[src/design/assert_macros.svh]
// Assertion macros shared by the frame sync design.
`ifndef ASSERT_MACROS_SVH
`define ASSERT_MACROS_SVH

// Property checked on every clock edge outside reset.
`define SFSU_ASSERT(label, prop, msg) \
	label: assert property (@(posedge clk) disable iff (!arst_n) (prop)) else $error(msg);

// Condition in one cycle implies a property in the next.
`define SFSU_ASSERT_NEXT(label, cond, nxt, msg) \
	label: assert property (@(posedge clk) disable iff (!arst_n) (cond) |=> (nxt)) else $error(msg);

`endif

[src/design/sfsu_pkg.sv]
// Package: constants, types and channel math for the frame sync unpacker.
package sfsu_pkg;

	localparam int BYTE_W      = 8;
	localparam int CH_W        = 11;
	localparam int SCH_W       = 12;
	localparam int FRAME_LEN   = 25;
	localparam int WIN_KEEP    = FRAME_LEN - 1;
	localparam int CNT_W       = $clog2(WIN_KEEP + 1);
	localparam int NUM_CH      = 10;
	localparam int PAYLOAD_B   = 14;
	localparam int PAYLOAD_W   = PAYLOAD_B * BYTE_W;
	localparam int DBAND_W     = 8;
	localparam int CFG_IDX_W   = 2;
	localparam int CFG_DATA_W  = 11;

	localparam logic [BYTE_W-1:0] FRAME_HEAD = 8'h0F;
	localparam logic [BYTE_W-1:0] FRAME_TAIL = 8'h00;

	localparam logic [CH_W-1:0]    CENTER_RST = 11'd1024;
	localparam logic [CH_W-1:0]    KNOB_RST   = 11'd353;
	localparam logic [CH_W-1:0]    LIMIT_RST  = 11'd1807;
	localparam logic [DBAND_W-1:0] DBAND_RST  = 8'd5;

	typedef enum logic [CFG_IDX_W-1:0] {
		CFG_CENTER   = 2'd0,
		CFG_KNOB     = 2'd1,
		CFG_LIMIT    = 2'd2,
		CFG_DEADBAND = 2'd3
	} cfg_idx_t;

	typedef struct packed {
		logic [CH_W-1:0]    center;
		logic [CH_W-1:0]    knob_ofs;
		logic [CH_W-1:0]    limit;
		logic [DBAND_W-1:0] dband;
	} sfsu_cfg_t;

	// Channel payload bytes 1..14 of a matched frame, byte 1 in the low bits.
	typedef struct packed {
		logic                 valid;
		logic [PAYLOAD_W-1:0] bits;
	} sfsu_frame_t;

	function automatic logic signed [SCH_W-1:0] stick_proc(
		input logic [CH_W-1:0]    raw,
		input logic [CH_W-1:0]    center,
		input logic [CH_W-1:0]    limit,
		input logic [DBAND_W-1:0] dband
	);
		logic signed [SCH_W-1:0] v;
		logic [SCH_W-1:0]        mag;
		v   = $signed({1'b0, raw}) - $signed({1'b0, center});
		mag = v[SCH_W-1] ? SCH_W'(-v) : SCH_W'(v);
		if ((mag <= {{(SCH_W-DBAND_W){1'b0}}, dband}) || (mag > {1'b0, limit}))
			return '0;
		return v;
	endfunction

	function automatic logic signed [SCH_W-1:0] knob_proc(
		input logic [CH_W-1:0] raw,
		input logic [CH_W-1:0] ofs
	);
		return $signed({1'b0, raw}) - $signed({1'b0, ofs});
	endfunction

endpackage

[src/design/sfsu_if.sv]
// Channel interfaces: received bytes, decoded frames, register writes.
interface sfsu_byte_if;
	logic                        valid;
	logic                        ready;
	logic [sfsu_pkg::BYTE_W-1:0] rx_byte;

	modport source (output valid, output rx_byte, input ready);
	modport sink   (input valid, input rx_byte, output ready);
endinterface

interface sfsu_frame_if;
	logic                              valid;
	logic                              ready;
	logic signed [sfsu_pkg::SCH_W-1:0] stick_ch1;
	logic signed [sfsu_pkg::SCH_W-1:0] stick_ch2;
	logic signed [sfsu_pkg::SCH_W-1:0] stick_ch3;
	logic signed [sfsu_pkg::SCH_W-1:0] stick_ch4;
	logic [sfsu_pkg::CH_W-1:0]         switch_ch5;
	logic [sfsu_pkg::CH_W-1:0]         switch_ch6;
	logic [sfsu_pkg::CH_W-1:0]         switch_ch7;
	logic [sfsu_pkg::CH_W-1:0]         switch_ch8;
	logic signed [sfsu_pkg::SCH_W-1:0] knob_ch9;
	logic signed [sfsu_pkg::SCH_W-1:0] knob_ch10;

	modport source (
		output valid, input ready,
		output stick_ch1, output stick_ch2, output stick_ch3, output stick_ch4,
		output switch_ch5, output switch_ch6, output switch_ch7, output switch_ch8,
		output knob_ch9, output knob_ch10
	);
	modport sink (
		input valid, output ready,
		input stick_ch1, input stick_ch2, input stick_ch3, input stick_ch4,
		input switch_ch5, input switch_ch6, input switch_ch7, input switch_ch8,
		input knob_ch9, input knob_ch10
	);
endinterface

interface sfsu_cfg_if;
	logic                            valid;
	logic                            ready;
	logic [sfsu_pkg::CFG_IDX_W-1:0]  index;
	logic [sfsu_pkg::CFG_DATA_W-1:0] data;

	modport source (output valid, output index, output data, input ready);
	modport sink   (input valid, input index, input data, output ready);
endinterface

[src/design/sbus_frame_sync_channel_unpack_core.sv]
// Top level: frame sync channel unpacker.
// Throughput: one byte per cycle while rx.ready is high (low when a pending frame is
// held by a stalled result stage); window shift and marker compare in the accept cycle.
// Path: closing byte goes to the frame stage register, then to the result register.
// Reset: window count, stage valids and config registers cleared to defaults;
// window bytes not reset.
module sbus_frame_sync_channel_unpack_core (
	input  logic         clk,
	input  logic         arst_n,
	sfsu_byte_if.sink    rx,
	sfsu_frame_if.source frm,
	sfsu_cfg_if.sink     cfg
);
	import sfsu_pkg::*;

	sfsu_cfg_t   regs;
	sfsu_frame_t frame;
	logic        take;

	sfsu_cfg u_cfg (
		.clk    (clk),
		.arst_n (arst_n),
		.cfg    (cfg),
		.regs   (regs)
	);

	sfsu_window u_window (
		.clk    (clk),
		.arst_n (arst_n),
		.rx     (rx),
		.take   (take),
		.frame  (frame)
	);

	sfsu_decode u_decode (
		.clk    (clk),
		.arst_n (arst_n),
		.frame  (frame),
		.regs   (regs),
		.take   (take),
		.frm    (frm)
	);

endmodule

[src/design/sfsu_cfg.sv]
// Configuration register file with write channel.
module sfsu_cfg (
	input  logic                clk,
	input  logic                arst_n,
	sfsu_cfg_if.sink            cfg,
	output sfsu_pkg::sfsu_cfg_t regs
);
	import sfsu_pkg::*;

	sfsu_cfg_t regs_q;

	assign cfg.ready = 1'b1;
	assign regs      = regs_q;

	always_ff @(posedge clk or negedge arst_n) begin
		if (!arst_n) begin
			regs_q.center   <= CENTER_RST;
			regs_q.knob_ofs <= KNOB_RST;
			regs_q.limit    <= LIMIT_RST;
			regs_q.dband    <= DBAND_RST;
		end else if (cfg.valid) begin
			case (cfg_idx_t'(cfg.index))
				CFG_CENTER:   regs_q.center   <= cfg.data[CH_W-1:0];
				CFG_KNOB:     regs_q.knob_ofs <= cfg.data[CH_W-1:0];
				CFG_LIMIT:    regs_q.limit    <= cfg.data[CH_W-1:0];
				CFG_DEADBAND: regs_q.dband    <= cfg.data[DBAND_W-1:0];
				default: ;
			endcase
		end
	end

endmodule

[src/design/sfsu_window.sv]
// Byte window shift line, fill count, marker check and frame stage register.
`include "assert_macros.svh"

module sfsu_window (
	input  logic                  clk,
	input  logic                  arst_n,
	sfsu_byte_if.sink             rx,
	input  logic                  take,
	output sfsu_pkg::sfsu_frame_t frame
);
	import sfsu_pkg::*;

	logic [BYTE_W-1:0] win_q [WIN_KEEP];
	logic [CNT_W-1:0]  cnt_q;
	logic              frame_valid_s1;
	logic [PAYLOAD_W-1:0] frame_bits_s1;
	logic              acc;
	logic              full;
	logic              hit;
	logic [PAYLOAD_W-1:0] payload;

	assign rx.ready = !frame_valid_s1 || take;
	assign acc      = rx.valid && rx.ready;
	assign full     = (cnt_q == CNT_W'(WIN_KEEP));
	assign hit      = full && (win_q[0] == FRAME_HEAD) && (rx.rx_byte == FRAME_TAIL);
	assign frame    = '{valid: frame_valid_s1, bits: frame_bits_s1};

	always_comb begin
		for (int k = 0; k < PAYLOAD_B; k++)
			payload[k*BYTE_W +: BYTE_W] = win_q[k+1];
	end

	// newest byte at the top, oldest held byte at index 0 once full
	always_ff @(posedge clk) begin
		if (acc) begin
			for (int i = 0; i < WIN_KEEP - 1; i++)
				win_q[i] <= win_q[i+1];
			win_q[WIN_KEEP-1] <= rx.rx_byte;
		end
	end

	always_ff @(posedge clk or negedge arst_n) begin
		if (!arst_n) begin
			cnt_q <= '0;
		end else if (acc) begin
			if (hit)
				cnt_q <= '0;
			else if (!full)
				cnt_q <= cnt_q + CNT_W'(1);
		end
	end

	always_ff @(posedge clk or negedge arst_n) begin
		if (!arst_n) begin
			frame_valid_s1 <= 1'b0;
		end else if (rx.ready) begin
			frame_valid_s1 <= acc && hit;
		end
	end

	always_ff @(posedge clk) begin
		if (acc && hit)
			frame_bits_s1 <= payload;
	end

	`SFSU_ASSERT(a_cnt_range, cnt_q <= CNT_W'(WIN_KEEP), "window count past capacity")
	`SFSU_ASSERT_NEXT(a_match_clears, acc && hit, cnt_q == '0, "window not emptied on frame")
	`SFSU_ASSERT_NEXT(a_frame_holds, frame_valid_s1 && !take,
		frame_valid_s1 && $stable(frame_bits_s1), "pending frame lost")

endmodule

[src/design/sfsu_decode.sv]
// Channel unpack, stick/knob conditioning and result register.
module sfsu_decode (
	input  logic                  clk,
	input  logic                  arst_n,
	input  sfsu_pkg::sfsu_frame_t frame,
	input  sfsu_pkg::sfsu_cfg_t   regs,
	output logic                  take,
	sfsu_frame_if.source          frm
);
	import sfsu_pkg::*;

	logic [CH_W-1:0]         ch [NUM_CH];
	logic                    out_valid_q;
	logic signed [SCH_W-1:0] stick_q [4];
	logic [CH_W-1:0]         switch_q [4];
	logic signed [SCH_W-1:0] knob_q [2];

	assign take = !out_valid_q || frm.ready;

	always_comb begin
		for (int k = 0; k < NUM_CH; k++)
			ch[k] = frame.bits[k*CH_W +: CH_W];
	end

	always_ff @(posedge clk or negedge arst_n) begin
		if (!arst_n)
			out_valid_q <= 1'b0;
		else if (take)
			out_valid_q <= frame.valid;
	end

	always_ff @(posedge clk) begin
		if (take && frame.valid) begin
			for (int i = 0; i < 4; i++) begin
				stick_q[i]  <= stick_proc(ch[i], regs.center, regs.limit, regs.dband);
				switch_q[i] <= ch[i+4];
			end
			for (int j = 0; j < 2; j++)
				knob_q[j] <= knob_proc(ch[j+8], regs.knob_ofs);
		end
	end

	assign frm.valid      = out_valid_q;
	assign frm.stick_ch1  = stick_q[0];
	assign frm.stick_ch2  = stick_q[1];
	assign frm.stick_ch3  = stick_q[2];
	assign frm.stick_ch4  = stick_q[3];
	assign frm.switch_ch5 = switch_q[0];
	assign frm.switch_ch6 = switch_q[1];
	assign frm.switch_ch7 = switch_q[2];
	assign frm.switch_ch8 = switch_q[3];
	assign frm.knob_ch9   = knob_q[0];
	assign frm.knob_ch10  = knob_q[1];

endmodule
[src/flat_wrapper.sv]
// flat-port wrapper written by rule: the top's interface ports become plain ports
module sbus_frame_sync_channel_unpack_core_flat import sfsu_pkg::*;
  (clk, arst_n, rx_valid, rx_rx_byte, rx_ready, frm_valid, frm_ready, frm_stick_ch1, frm_stick_ch2, frm_stick_ch3, frm_stick_ch4, frm_switch_ch5, frm_switch_ch6, frm_switch_ch7, frm_switch_ch8, frm_knob_ch9, frm_knob_ch10, cfg_valid, cfg_index, cfg_data, cfg_ready);
  sfsu_byte_if rx_i ();
  sfsu_frame_if frm_i ();
  sfsu_cfg_if cfg_i ();
  input  logic clk;
  input  logic arst_n;
  input wire logic [$bits(rx_i.valid)-1:0] rx_valid;
  input wire logic [$bits(rx_i.rx_byte)-1:0] rx_rx_byte;
  output wire logic [$bits(rx_i.ready)-1:0] rx_ready;
  output wire logic [$bits(frm_i.valid)-1:0] frm_valid;
  input wire logic [$bits(frm_i.ready)-1:0] frm_ready;
  output wire logic [$bits(frm_i.stick_ch1)-1:0] frm_stick_ch1;
  output wire logic [$bits(frm_i.stick_ch2)-1:0] frm_stick_ch2;
  output wire logic [$bits(frm_i.stick_ch3)-1:0] frm_stick_ch3;
  output wire logic [$bits(frm_i.stick_ch4)-1:0] frm_stick_ch4;
  output wire logic [$bits(frm_i.switch_ch5)-1:0] frm_switch_ch5;
  output wire logic [$bits(frm_i.switch_ch6)-1:0] frm_switch_ch6;
  output wire logic [$bits(frm_i.switch_ch7)-1:0] frm_switch_ch7;
  output wire logic [$bits(frm_i.switch_ch8)-1:0] frm_switch_ch8;
  output wire logic [$bits(frm_i.knob_ch9)-1:0] frm_knob_ch9;
  output wire logic [$bits(frm_i.knob_ch10)-1:0] frm_knob_ch10;
  input wire logic [$bits(cfg_i.valid)-1:0] cfg_valid;
  input wire logic [$bits(cfg_i.index)-1:0] cfg_index;
  input wire logic [$bits(cfg_i.data)-1:0] cfg_data;
  output wire logic [$bits(cfg_i.ready)-1:0] cfg_ready;
  assign rx_i.valid = rx_valid;
  assign rx_i.rx_byte = rx_rx_byte;
  assign rx_ready = rx_i.ready;
  assign frm_valid = frm_i.valid;
  assign frm_i.ready = frm_ready;
  assign frm_stick_ch1 = frm_i.stick_ch1;
  assign frm_stick_ch2 = frm_i.stick_ch2;
  assign frm_stick_ch3 = frm_i.stick_ch3;
  assign frm_stick_ch4 = frm_i.stick_ch4;
  assign frm_switch_ch5 = frm_i.switch_ch5;
  assign frm_switch_ch6 = frm_i.switch_ch6;
  assign frm_switch_ch7 = frm_i.switch_ch7;
  assign frm_switch_ch8 = frm_i.switch_ch8;
  assign frm_knob_ch9 = frm_i.knob_ch9;
  assign frm_knob_ch10 = frm_i.knob_ch10;
  assign cfg_i.valid = cfg_valid;
  assign cfg_i.index = cfg_index;
  assign cfg_i.data = cfg_data;
  assign cfg_ready = cfg_i.ready;
  sbus_frame_sync_channel_unpack_core u_core (.clk(clk), .arst_n(arst_n), .rx(rx_i), .frm(frm_i), .cfg(cfg_i));
endmodule
[config.mk]
export PLATFORM = sky130hd
export DESIGN_NAME = sbus_frame_sync_channel_unpack_core_flat
export DESIGN_NICKNAME = d
export VERILOG_FILES = /design/src/design/sfsu_pkg.sv /design/src/design/sfsu_if.sv /design/src/design/sbus_frame_sync_channel_unpack_core.sv /design/src/design/sfsu_cfg.sv /design/src/design/sfsu_window.sv /design/src/design/sfsu_decode.sv /design/src/flat_wrapper.sv
export VERILOG_INCLUDE_DIRS = /design/src /design/src/design
export SDC_FILE = /design/constraint.sdc
export NUM_CORES = 1
export LEC_CHECK = 0
export ABC_AREA = 1
export BUFFER_PORTS_ARGS = -buffer_cell sky130_fd_sc_hd__buf_2
export CAP_MARGIN = 20
export CORE_ASPECT_RATIO = 0.6
export CORE_UTILIZATION = 44
export CTS_CLUSTER_SIZE = 24
export DETAILED_ROUTE_END_ITERATION = 10
export PLACE_DENSITY_LB_ADDON = 0.15
export SLEW_MARGIN = 20
export SYNTH_ARGS = -nofsm -noshare
export SYNTH_HDL_FRONTEND = slang
export SYNTH_SLANG_ARGS = --single-unit
[constraint.sdc]
create_clock -name clk -period 12.15 [get_ports clk]
set_input_delay 1.215 -clock clk [delete_from_list [all_inputs] [get_ports clk]]
set_output_delay 1.215 -clock clk [all_outputs]
set_load 0.02 [all_outputs]
# ---- Yosys cells after proc, flatten, opt, wreduce, memory -nomap -nowiden
# Memories as Yosys holds them, arrays and structs flattened.
# Cells that the tools add are included.
dict set report totals {
  latch_bits 0
  inputBits 26
  mem_bits_ro 0
  word_cells 87
  reg_bits 158
  memories 4
  mem_bits_rw 308
}
dict set report classes {
  add_sub_neg 11
  mul 0
  n_eq_ne 6
  shifts 0
  reduce_logical 20
  muxes 30
  div_mod_pow 0
  magnitude_cmp 8
  bitwise_logic 0
}
# name words word_bits rd rd_clocked_by_memory_dff wr line
set memory_table {}
lappend memory_table {u_core.u_window.win_q 24 8 24 0 24 sfsu_window.sv:13} ;# logic [BYTE_W-1:0] win_q [WIN_KEEP];
lappend memory_table {u_core.u_decode.stick_q 4 12 4 0 4 sfsu_decode.sv:14} ;# logic signed [SCH_W-1:0] stick_q [4];
lappend memory_table {u_core.u_decode.switch_q 4 11 4 0 4 sfsu_decode.sv:15} ;# logic [CH_W-1:0] switch_q [4];
lappend memory_table {u_core.u_decode.knob_q 2 12 2 0 2 sfsu_decode.sv:16} ;# logic signed [SCH_W-1:0] knob_q [2];
# cell count
set ops {}
lappend ops {{two-way mux 12 bit} 16}
lappend ops {{subtractor 11 x 11 -> 12 bit} 6}
lappend ops {{> comparator 12 x 11 -> 1 bit} 4}
lappend ops {{<= comparator 12 x 8 -> 1 bit} 4}
lappend ops {{negation 12 bit} 4}
lappend ops {{two-way mux 1 bit} 12}
lappend ops {{two-way mux 5 bit} 2}
lappend ops {{AND reduction 2 bit} 5}
lappend ops {{== test 8 x 4 -> 1 bit (second input constant)} 1}
lappend ops {{logical NOT 8 bit} 1}
lappend ops {{logical OR 1 bit} 6}
lappend ops {{adder 5 x 1 -> 5 bit (second input constant)} 1}
lappend ops {{== test 5 bit (second input constant)} 1}
lappend ops {{logical AND 1 bit} 5}
lappend ops {{== test 2 bit (second input constant)} 2}
lappend ops {{== test 2 x 1 -> 1 bit (second input constant)} 1}
lappend ops {{logical NOT 1 bit} 2}
lappend ops {{logical NOT 2 bit} 1}
lappend ops {{inequality test 2 x 1 -> 1 bit (second input constant)} 1}

# ---- Logic depth before layout (Yosys ltp)
# Gate-level depths: netlist of the first run.
dict set report logic_depth {
  ltp_word 9
  ltp_mapped 28
  ltp_nobuf 27
}

# ---- Modules after synthesis
# From an unflattened synthesis of the first run, not the netlist that was laid out.
dict set report unflattened {
  cells_unflattened 1790
  area_unflattened_um2 21506.9
}
# mod area_each_um2 cells_each instances seq_area_each_um2
set by_module_without_submodules {}
lappend by_module_without_submodules {sfsu_decode 10157.2 1242 1 3508.4}
lappend by_module_without_submodules {sfsu_window 9561.7 360 1 9278.9}
lappend by_module_without_submodules {sfsu_cfg 1788.0 188 1 1043.5}

# ---- Worst setup path after synthesis of the first run
# OpenSTA, ideal clock, no wires.
dict set report synth_path {
  path_kind {input-to-reg}
  start {input port frm_ready}
  end {register u_core.u_window.frame_bits_s1[0] (read register of u_core.u_window.win_q) (enable)}
  slack_ns 3.375
  path_stages 6
  path_buffers 0
  t_arrival_ns 8.312
  setup_time_ns 0.463
  cell_sequence {inv_1 -> nand3_1 -> nand2_1 -> inv_1 -> nand4_1 -> inv_1}
}
dict set report synth_via {
  elab_chain_len 4
}
# element line
set synth_lines {}
lappend synth_lines {{from (decl)} flat_wrapper.sv:13} ;# input wire logic [$bits(frm_i.ready)-1:0] frm_ready;
lappend synth_lines {{logical OR 1 bit} sfsu_decode.sv:18} ;# assign take = !out_valid_q || frm.ready;
lappend synth_lines {{logical OR 1 bit} sfsu_window.sv:22} ;# assign rx.ready = !frame_valid_s1 || take;
lappend synth_lines {{named net rx_ready} flat_wrapper.sv:11} ;# output wire logic [$bits(rx_i.ready)-1:0] rx_ready;
lappend synth_lines {{logical AND 1 bit} sfsu_window.sv:23} ;# assign acc = rx.valid && rx.ready;
lappend synth_lines {{named net u_core.u_window.acc} sfsu_window.sv:17} ;# logic acc;
lappend synth_lines {{logical AND 1 bit} sfsu_window.sv:62} ;# if (acc && hit)
lappend synth_lines {{to (decl)} sfsu_window.sv:16} ;# logic [PAYLOAD_W-1:0] frame_bits_s1;
# The timed path passes the listed nets, and every way through them passes these cells.
# A chain may end at the register's enable or synchronous reset.

==> flow_metrics.env, run 1 <==
export IMPL_die_width_um=284
export IMPL_final_min_period_over_clock_period_pct=36.9
export IMPL_finish_instance_area_um2=24000
export IMPL_route_detailed_drc=0
export IMPL_grt_met2_usage_pct=26.2
export IMPL_io_pins=145
export IMPL_cts_made_buffers=44
export IMPL_initial_core_utilization_pct=45.0
export IMPL_route_vias_total=13072
export IMPL_postRouteAntennaNets=0
export IMPL_status="completed"
export IMPL_timing_slew_headroom_pct=16.6
export IMPL_vertical_die_dimension_um=171
export IMPL_grt_first_pass_wirelength_mm=71.0
export IMPL_hold_path_class="flip-flop to flip-flop"
export IMPL_timing_critical_path_arrival_ns=4.79
export IMPL_maximum_number_of_pins_on_one_net_before_global_route_repair=147
export IMPL_die_area_um2=48700
export IMPL_async_reset_ff_share_pct=10.3
export IMPL_syn_area_um2=21000
export IMPL_syn_to_final_growth_pct=14.2
export IMPL_fin_util_pct=51.4
export IMPL_grt_remaining_overflow=0
export IMPL_setup_repair_after_global_routing_missed_its_margin="no"
export IMPL_pd_cells_nw_per_um2=183
export IMPL_drt_total_wl_mm=47.0
export IMPL_number_of_flops_mapped_to_enable_cells_by_yosys=418
export IMPL_root_buffer="sky130_fd_sc_hd__clkbuf_16"
export IMPL_num_rows=61
export IMPL_clk_insertion_delay_late_ns=0.57
export IMPL_clock_sinks=466
export IMPL_basic_gate_share_of_the_synthesized_area_counting_and_or_nand_and_nor_cells_pct=13.6
export IMPL_use_met1_pct=31.9
export IMPL_yosysWarnings=0
export IMPL_drt_iter0_markers=1073
export IMPL_slew_viol_final=0
export IMPL_final_count_of_negative_setup_slack_endpoints=0
export IMPL_cts_tree="done"
export IMPL_path_delay_family="compound AO/OA/AOI/OAI gates"
export IMPL_synth_ff_latch_count=466
export IMPL_ctsHoldBuffers=0
export IMPL_most_crowded_layer_after_global_routing="met1"
export IMPL_critPathKind="flip-flop to flip-flop"
export IMPL_timing_critical_path_required_ns=12.46
export IMPL_clockBufferDepth=3
export IMPL_diodes=0
export IMPL_post_synth_mux_area_share_pct=0
export IMPL_cts_htree_levels=2
export IMPL_synth_cells=1754
export IMPL_post_cts_resized=0
export IMPL_antenna_found_initial=2
export IMPL_timing_fmax_ghz=0.223
export IMPL_post_dp_hpwl_mm=34.8
export IMPL_detailedPlace_worstSlack_ns=7.47
export IMPL_vdd_ir_drop_max_uv=121
export IMPL_worst_slew_pin_slew_ns=1.24
export IMPL_hold_viol_final=0
export IMPL_drive_above_1_share_pct=16.0
export IMPL_route_detailed_wl_per_inst_um=18.1
export IMPL_setup_ws_ns=7.66
export IMPL_num_nets_final=2111
export IMPL_synth_cell_type_count=46
export IMPL_route_detailed_vias_per_inst=5.04
export IMPL_clkTransAtPathRegs_ns=0.07
export IMPL_finalWeightedCongestion=0.893
export IMPL_final_hold_worst_slack_ns=0.416
export IMPL_arithmetic_cell_share_of_the_synthesized_area_counting_full_adders_half_adders_and_majority_gates_pct=9.37
export IMPL_synth_seq_area_share_pct=65.5
export IMPL_cap_violations=0
export IMPL_mappedNetlistNets=1934
export IMPL_cellLeakagePower_nw=10.1
export IMPL_first_pass_iters=6
export IMPL_synth_compound_gate_area_share_pct=4.87
export IMPL_placed_area_um2=22500
export IMPL_crit_fanout=13
export IMPL_post_synth_cell_area_avg_um2=12.0
export IMPL_first_global_vias=12242
export IMPL_place_port_buffers=143
export IMPL_crit_buf_inv=3
export IMPL_cp_slowest_cell="sky130_fd_sc_hd__a31oi_2"
export IMPL_num_fill_cells=4107
export IMPL_critical_path_max_stage_delay_ns=0.48
export IMPL_groute_usage_overall_pct=19.4
export IMPL_floorplan_core_area_um2=46700
export IMPL_fin_skew_ns=0.0135
export IMPL_cp_cell_sequence="inv_1 -> ha_1 -> a21oi_2 -> nor2_1 -> nor2_1 -> nand2_1 -> a31oi_2 -> inv_1 -> nor2_1 -> xor2_1 -> inv_1 -> ha_1 -> nand2_1 -> o21ai_0 -> a21oi_1 -> o21ai_0 -> a21o_1 -> nand2_1 -> and2_1 -> nand2_1 -> nor2_1"
export IMPL_dominant_combinational_cell_family_by_area_after_synthesis="simple AND/OR/NAND/NOR gates"
export IMPL_groute_layer_met3_usage_pct=3.10
export IMPL_cts_post_setup_buffers_inserted=0
export IMPL_total_negative_slack_ns=0
export IMPL_synth_xor_area_share_pct=1.95
export IMPL_postSynth_topFlopCell="sky130_fd_sc_hd__edfxtp_1"
export IMPL_worst_setup_path_end_kind="flip-flop"
export IMPL_layout_min_cycle_time_ns=4.49
export IMPL_critPathLaunchType="flip-flop"
[routing by layer]
| metal | wire [um] | part of all wire, % |
|---|---|---|
| met2 | 18300 | 39 |
| met5 | 0 | 0 |
| met1 | 24600 | 52 |
| met3 | 3250 | 6.9 |
| met4 | 766 | 1.6 |
[final timing paths]
check | slack (ns) | cells after the start | to | start
worst min register to register | 0.42 | 0 | u_core.u_window.win_q[2][0] | u_core.u_window.win_q[2][8]
worst min-delay path | 0.42 | 0 | u_core.u_window.win_q[2][0] | u_core.u_window.win_q[2][8]
min in group asynchronous | 0.75 | 2 | u_core.u_cfg.regs[37] | arst_n
worst max-delay path | 7.66 | 21 | u_core.u_decode.stick_q[0][1] | u_core.u_cfg.regs[34]
worst max register to register | 7.66 | 21 | u_core.u_decode.stick_q[0][1] | u_core.u_cfg.regs[34]
max in group asynchronous | 10.95 | 2 | u_core.u_cfg.regs[1] | arst_n
[cell usage in the layout (no fill, tap or decap), drive strengths merged, types with 52 or more instances in the layout]
cell | netlist | layout
a21oi | 91 | 91
nand3 | 81 | 81
inv | 230 | 235
o21ai | 83 | 83
clkbuf | 7 | 52
nor2 | 135 | 135
nand2 | 375 | 375
ha | 148 | 148
buf | 10 | 148
edfxtp | 418 | 418
[cells in the mapped netlist, types with 10 or more instances]
cell type / instances / area (um^2)
sky130_fd_sc_hd__dfstp_2: 14 / 368
sky130_fd_sc_hd__xor2_1: 35 / 307
sky130_fd_sc_hd__xnor2_1: 10 / 87.6
sky130_fd_sc_hd__inv_1: 225 / 845
sky130_fd_sc_hd__a21oi_1: 87 / 435
sky130_fd_sc_hd__nand3b_1: 14 / 105
sky130_fd_sc_hd__dfrtp_1: 34 / 851
sky130_fd_sc_hd__nor2_2: 30 / 188
sky130_fd_sc_hd__nand4_1: 23 / 144
sky130_fd_sc_hd__o21ai_0: 81 / 405
sky130_fd_sc_hd__nor2_1: 105 / 394
sky130_fd_sc_hd__nand2_2: 26 / 163
sky130_fd_sc_hd__nand2_1: 347 / 1300
sky130_fd_sc_hd__nand3_1: 76 / 380
sky130_fd_sc_hd__ha_1: 148 / 1850
sky130_fd_sc_hd__edfxtp_1: 418 / 12600
[where the power goes]
group,switching (W),internal [W]
Clock,0.000619,0.000852
Sequential,0.0000425,0.00185
Combinational,0.000678,0.000342
Total,0.00134,0.00305
[state kept, by name, summed over array words and instances, names as in the netlist]
name                            count
u_core.u_cfg.regs                  41
u_core.u_decode.frm.valid           1
u_core.u_decode.knob_q             24
u_core.u_decode.stick_q            48
u_core.u_decode.switch_q           44
u_core.u_window.cnt_q               5
u_core.u_window.frame_bits_s1     110
u_core.u_window.frame_valid_s1      1
u_core.u_window.win_q             192
[area by class of cell]
cell class,instances,area [um^2],share of cell area (%)
Clock inverter,29,418,1.74
Tap cell,630,788,3.28
Sequential cell,466,13800,57.3
Timing Repair Buffer,148,753,3.14
Multi-Input combinational cell,1040,6290,26.2
Clock buffer,52,1130,4.71
Inverter,231,878,3.66
[logic make-up (layout without fill, tap and decap cells)]
| family | after synthesis | after routing |
|---|---|---|
| AO/OA/AOI/OAI | 192 | 192 |
| XOR/XNOR | 46 | 46 |
| adder cells (fa/ha/maj) | 154 | 154 |
| buffers and inverters | 248 | 460 |
| flip-flops | 466 | 466 |
| other | 1 | 1 |
| AND/OR/NAND/NOR | 647 | 647 |
[through the flow]
| stage | power, W | cells |
|---|---|---|
| 3_5_place_dp | 0.00293 | 2515 |
| 5_1_grt | 0.00464 | 2596 |
| 6_report | 0.00439 | 2596 |
| 3_3_place_gp | 0.00291 | 2515 |
| 4_1_cts | 0.00441 | 2596 |
| 2_1_floorplan | 0.00268 | 1754 |
(Power assumes the default switching activity.)
==> run 2, diff against run 1 <==
==> constraint.sdc (replaced) <==
create_clock -name clk -period 4.4 [get_ports clk]
set_input_delay 0.44 -clock clk [delete_from_list [all_inputs] [get_ports clk]]
set_output_delay 0.44 -clock clk [all_outputs]
set_load 0.02 [all_outputs]
==> run 2 against run 1 <==
Total power increased to 2.7 times the previous value; sequential cell count stayed put; global-route usage increased by 0.73 points; critical path depth decreased by 1; register-to-register slack lost 7.4 ns; combinational power rose to 2.8 times the previous value; wire length grew 2.0%; critical endpoint is now u_core.u_decode.stick_q[0][2]; highest routed layer unchanged; count of clock-buffer cells in the layout rose by 2; maximum frequency increased by 9.7%; utilization grew 0.26 points; first-iteration DRC count decreased by 1.0%; non-clock buffer count rose by 15.
==> flow_metrics.env, run 2 (synthesized netlist as in run 1, its figures left out) <==
export IMPL_largest_reg_by_ff_count="u_core.u_window.win_q"
export IMPL_route_detailed_drc=0
export IMPL_floorplan_core_area_um2=46700
export IMPL_num_nets_final=2125
export IMPL_cts_htree_levels=2
export IMPL_p_sw_share_pct=30.7
export IMPL_drt_total_wl_mm=47.9
export IMPL_final_hold_worst_slack_ns=0.0584
export IMPL_final_common_cell="sky130_fd_sc_hd__edfxtp_1"
export IMPL_critical_path_max_stage_delay_ns=0.39
export IMPL_drt_iter0_markers=1062
export IMPL_maximum_number_of_pins_on_one_net_before_global_route_repair=193
export IMPL_drive_above_1_share_pct=16.7
export IMPL_die_area_um2=48700
export IMPL_pwr_share_clk_pct=32.4
export IMPL_diodes=0
export IMPL_initial_core_utilization_pct=45.0
export IMPL_first_pass_iters=7
export IMPL_antenna_found_initial=3
export IMPL_worst_slew_pin_slew_ns=1.13
export IMPL_number_of_flip_flops_under_the_largest_register_name=192
export IMPL_layout_min_cycle_time_ns=4.09
export IMPL_vdd_ir_drop_max_uv=340
export IMPL_root_buffer="sky130_fd_sc_hd__clkbuf_16"
export IMPL_mostFrequentLayoutCells="418 x sky130_fd_sc_hd__edfxtp_1, 346 x sky130_fd_sc_hd__nand2_1, 220 x sky130_fd_sc_hd__inv_1, 148 x sky130_fd_sc_hd__ha_1, 143 x sky130_fd_sc_hd__buf_2"
export IMPL_final_min_period_over_clock_period_pct=92.9
export IMPL_cts_made_buffers=43
export IMPL_clockBufferDepth=3
export IMPL_postRouteAntennaNets=0
export IMPL_critPathKind="flip-flop to flip-flop"
export IMPL_critPathLaunchType="flip-flop"
export IMPL_hold_path_class="input port to flip-flop"
export IMPL_route_vias_total=13049
export IMPL_cap_violations=0
export IMPL_timing_fmax_ghz=0.245
export IMPL_internal_power_w=0.00829
export IMPL_place_port_buffers=143
export IMPL_setup_repair_after_global_routing_missed_its_margin="no"
export IMPL_clkTransAtPathRegs_ns=0.07
export IMPL_top_regs="u_core.u_window.win_q x192, u_core.u_window.frame_bits_s1 x110, u_core.u_decode.stick_q x48"
export IMPL_syn_to_final_growth_pct=14.8
export IMPL_clock_sinks=466
export IMPL_crit_buf_inv=3
export IMPL_cellLeakagePower_nw=10.1
export IMPL_worst_path_most_repeated_cell="sky130_fd_sc_hd__nand2_1"
export IMPL_route_detailed_vias_per_inst=5.01
export IMPL_clk_insertion_delay_late_ns=0.57
export IMPL_timing_slew_headroom_pct=24.6
export IMPL_die_width_um=284
export IMPL_finish_instance_area_um2=24100
export IMPL_hold_viol_final=0
export IMPL_finalWeightedCongestion=0.915
export IMPL_placedCellCount=2525
export IMPL_layout_cells_non_filler=2607
export IMPL_final_count_of_negative_setup_slack_endpoints=0
export IMPL_vertical_die_dimension_um=171
export IMPL_cp_cell_sequence="inv_2 -> ha_1 -> a21oi_2 -> nand2_1 -> nand2_1 -> nand2_1 -> a31oi_2 -> buf_4 -> nand2_1 -> xor2_1 -> inv_1 -> ha_1 -> a21oi_1 -> nor2_1 -> a211oi_1 -> a21oi_1 -> a21oi_1 -> nand3_1 -> nand2_2 -> nor2_1"
export IMPL_status="completed"
export IMPL_cts_tree="done"
export IMPL_timing_critical_path_required_ns=4.70
export IMPL_combPwrFrac_pct=23.8
export IMPL_grt_remaining_overflow=0
export IMPL_worst_setup_path_end_kind="flip-flop"
export IMPL_cp_slowest_cell="sky130_fd_sc_hd__dfrtp_1"
export IMPL_timing_critical_path_arrival_ns=4.39
export IMPL_groute_usage_overall_pct=20.1
export IMPL_seq_power_share_pct=43.8
export IMPL_io_pins=145
export IMPL_crit_fanout=12
export IMPL_first_global_vias=12324
export IMPL_num_rows=61
export IMPL_pd_cells_nw_per_um2=496
export IMPL_fin_skew_ns=0.0150
export IMPL_total_power_w=0.0120
export IMPL_power_spent_charging_and_discharging_nets_w=0.00368
export IMPL_detailedPlace_worstSlack_ns=0.190
export IMPL_placed_area_um2=22600
export IMPL_grt_first_pass_wirelength_mm=73.3
export IMPL_setup_ws_ns=0.311
export IMPL_post_dp_hpwl_mm=35.4
export IMPL_slew_viol_final=0
export IMPL_path_delay_family="compound AO/OA/AOI/OAI gates"
export IMPL_route_detailed_wl_per_inst_um=18.4
-- run 2: cell types whose count changed in the layout (fill, tap and decap cells not counted), sizes merged --
| cell | change |
|---|---|
| buf | +14 |
| bufinv | -3 |
| clkinv | -3 |
| clkinvlp | +3 |
| inv | -3 |
| clkbuf | +2 |
| dlygate4sd3 | +1 |
-- run 2: path summary, 6_finish.rpt --
| kind | startpoint | slack [ns] | cells after the start | to |
|---|---|---|---|---|
| max | u_core.u_cfg.regs[32] | 0.31 | 20 | u_core.u_decode.stick_q[0][2] |
| min | rx_rx_byte[0] | 0.06 | 1 | u_core.u_window.win_q[2][56] |
| max reg2reg | u_core.u_cfg.regs[32] | 0.31 | 20 | u_core.u_decode.stick_q[0][2] |
| min reg2reg | u_core.u_window.frame_bits_s1[46] | 0.41 | 0 | u_core.u_decode.switch_q[0][2] |
| max in group asynchronous | arst_n | 3.43 | 3 | u_core.u_cfg.regs[4] |
| min in group asynchronous | arst_n | 0.51 | 3 | u_core.u_window.cnt_q[3] |
-- run 2: worst register-to-register path: cells and delay by family, from the launching register on --
| kind | cells | cell delay, ns |
|---|---|---|
| simple gates | 8 | 0.92 |
| buf+inv | 3 | 0.49 |
| flops | 1 | 0.39 |
| xor+xnor | 1 | 0.26 |
| compound gates | 6 | 1.10 |
| fa+ha+maj | 2 | 0.68 |
-- run 2: power groups by stage --
stage	Sequential [W]	Combinational, W	Clock, W
floorplan	0.00528	0.00212	0
global placement	0.00532	0.00275	0
detailed placement	0.00533	0.00280	0
CTS	0.00524	0.00282	0.00399
global route	0.00526	0.00329	0.00416
finish	0.00524	0.00285	0.00388
-- run 2: layout make-up --
class | count | area (um^2)
Sequential cell | 466 | 13800
Tap cell | 630 | 788
Clock buffer | 54 | 1170
Inverter | 231 | 878
Multi-Input combinational cell | 1040 | 6300
Timing Repair Buffer | 163 | 943
Clock inverter | 23 | 298
Fill cell | 4109 | 22600
-- run 2: repair_timing --
| action | CTS | global route |
|---|---|---|
| setup buffers | 0 | 4 |
| endpoints found under the hold margin | 28 | 0 |
| setup endpoints to repair | 0 | 36 |
| hold buffers | 1 | 0 |
| resized for setup | 0 | 5 |
-- run 2: through the flow --
| step | utilization (%) | setup TNS [ns] |
|---|---|---|
| 2_1_floorplan | - | -192.20 |
| 3_3_place_gp | 48.4 | 0 |
| 3_5_place_dp | 48.4 | 0 |
| 4_1_cts | 51.6 | 0 |
| 5_1_grt | 51.7 | 0 |
| 6_report | 51.7 | 0 |
-- run 2: metal layers --
| layer | track usage (%) | up-vias | part of all wire (%) |
|---|---|---|---|
| li1 | - | 6412 | - |
| met1 | 33.0 | 6248 | 53 |
| met2 | 27.0 | 332 | 39 |
| met3 | 3.66 | 57 | 6.4 |
| met4 | 4.30 | 0 | 1.7 |
| met5 | 0 | - | 0 |
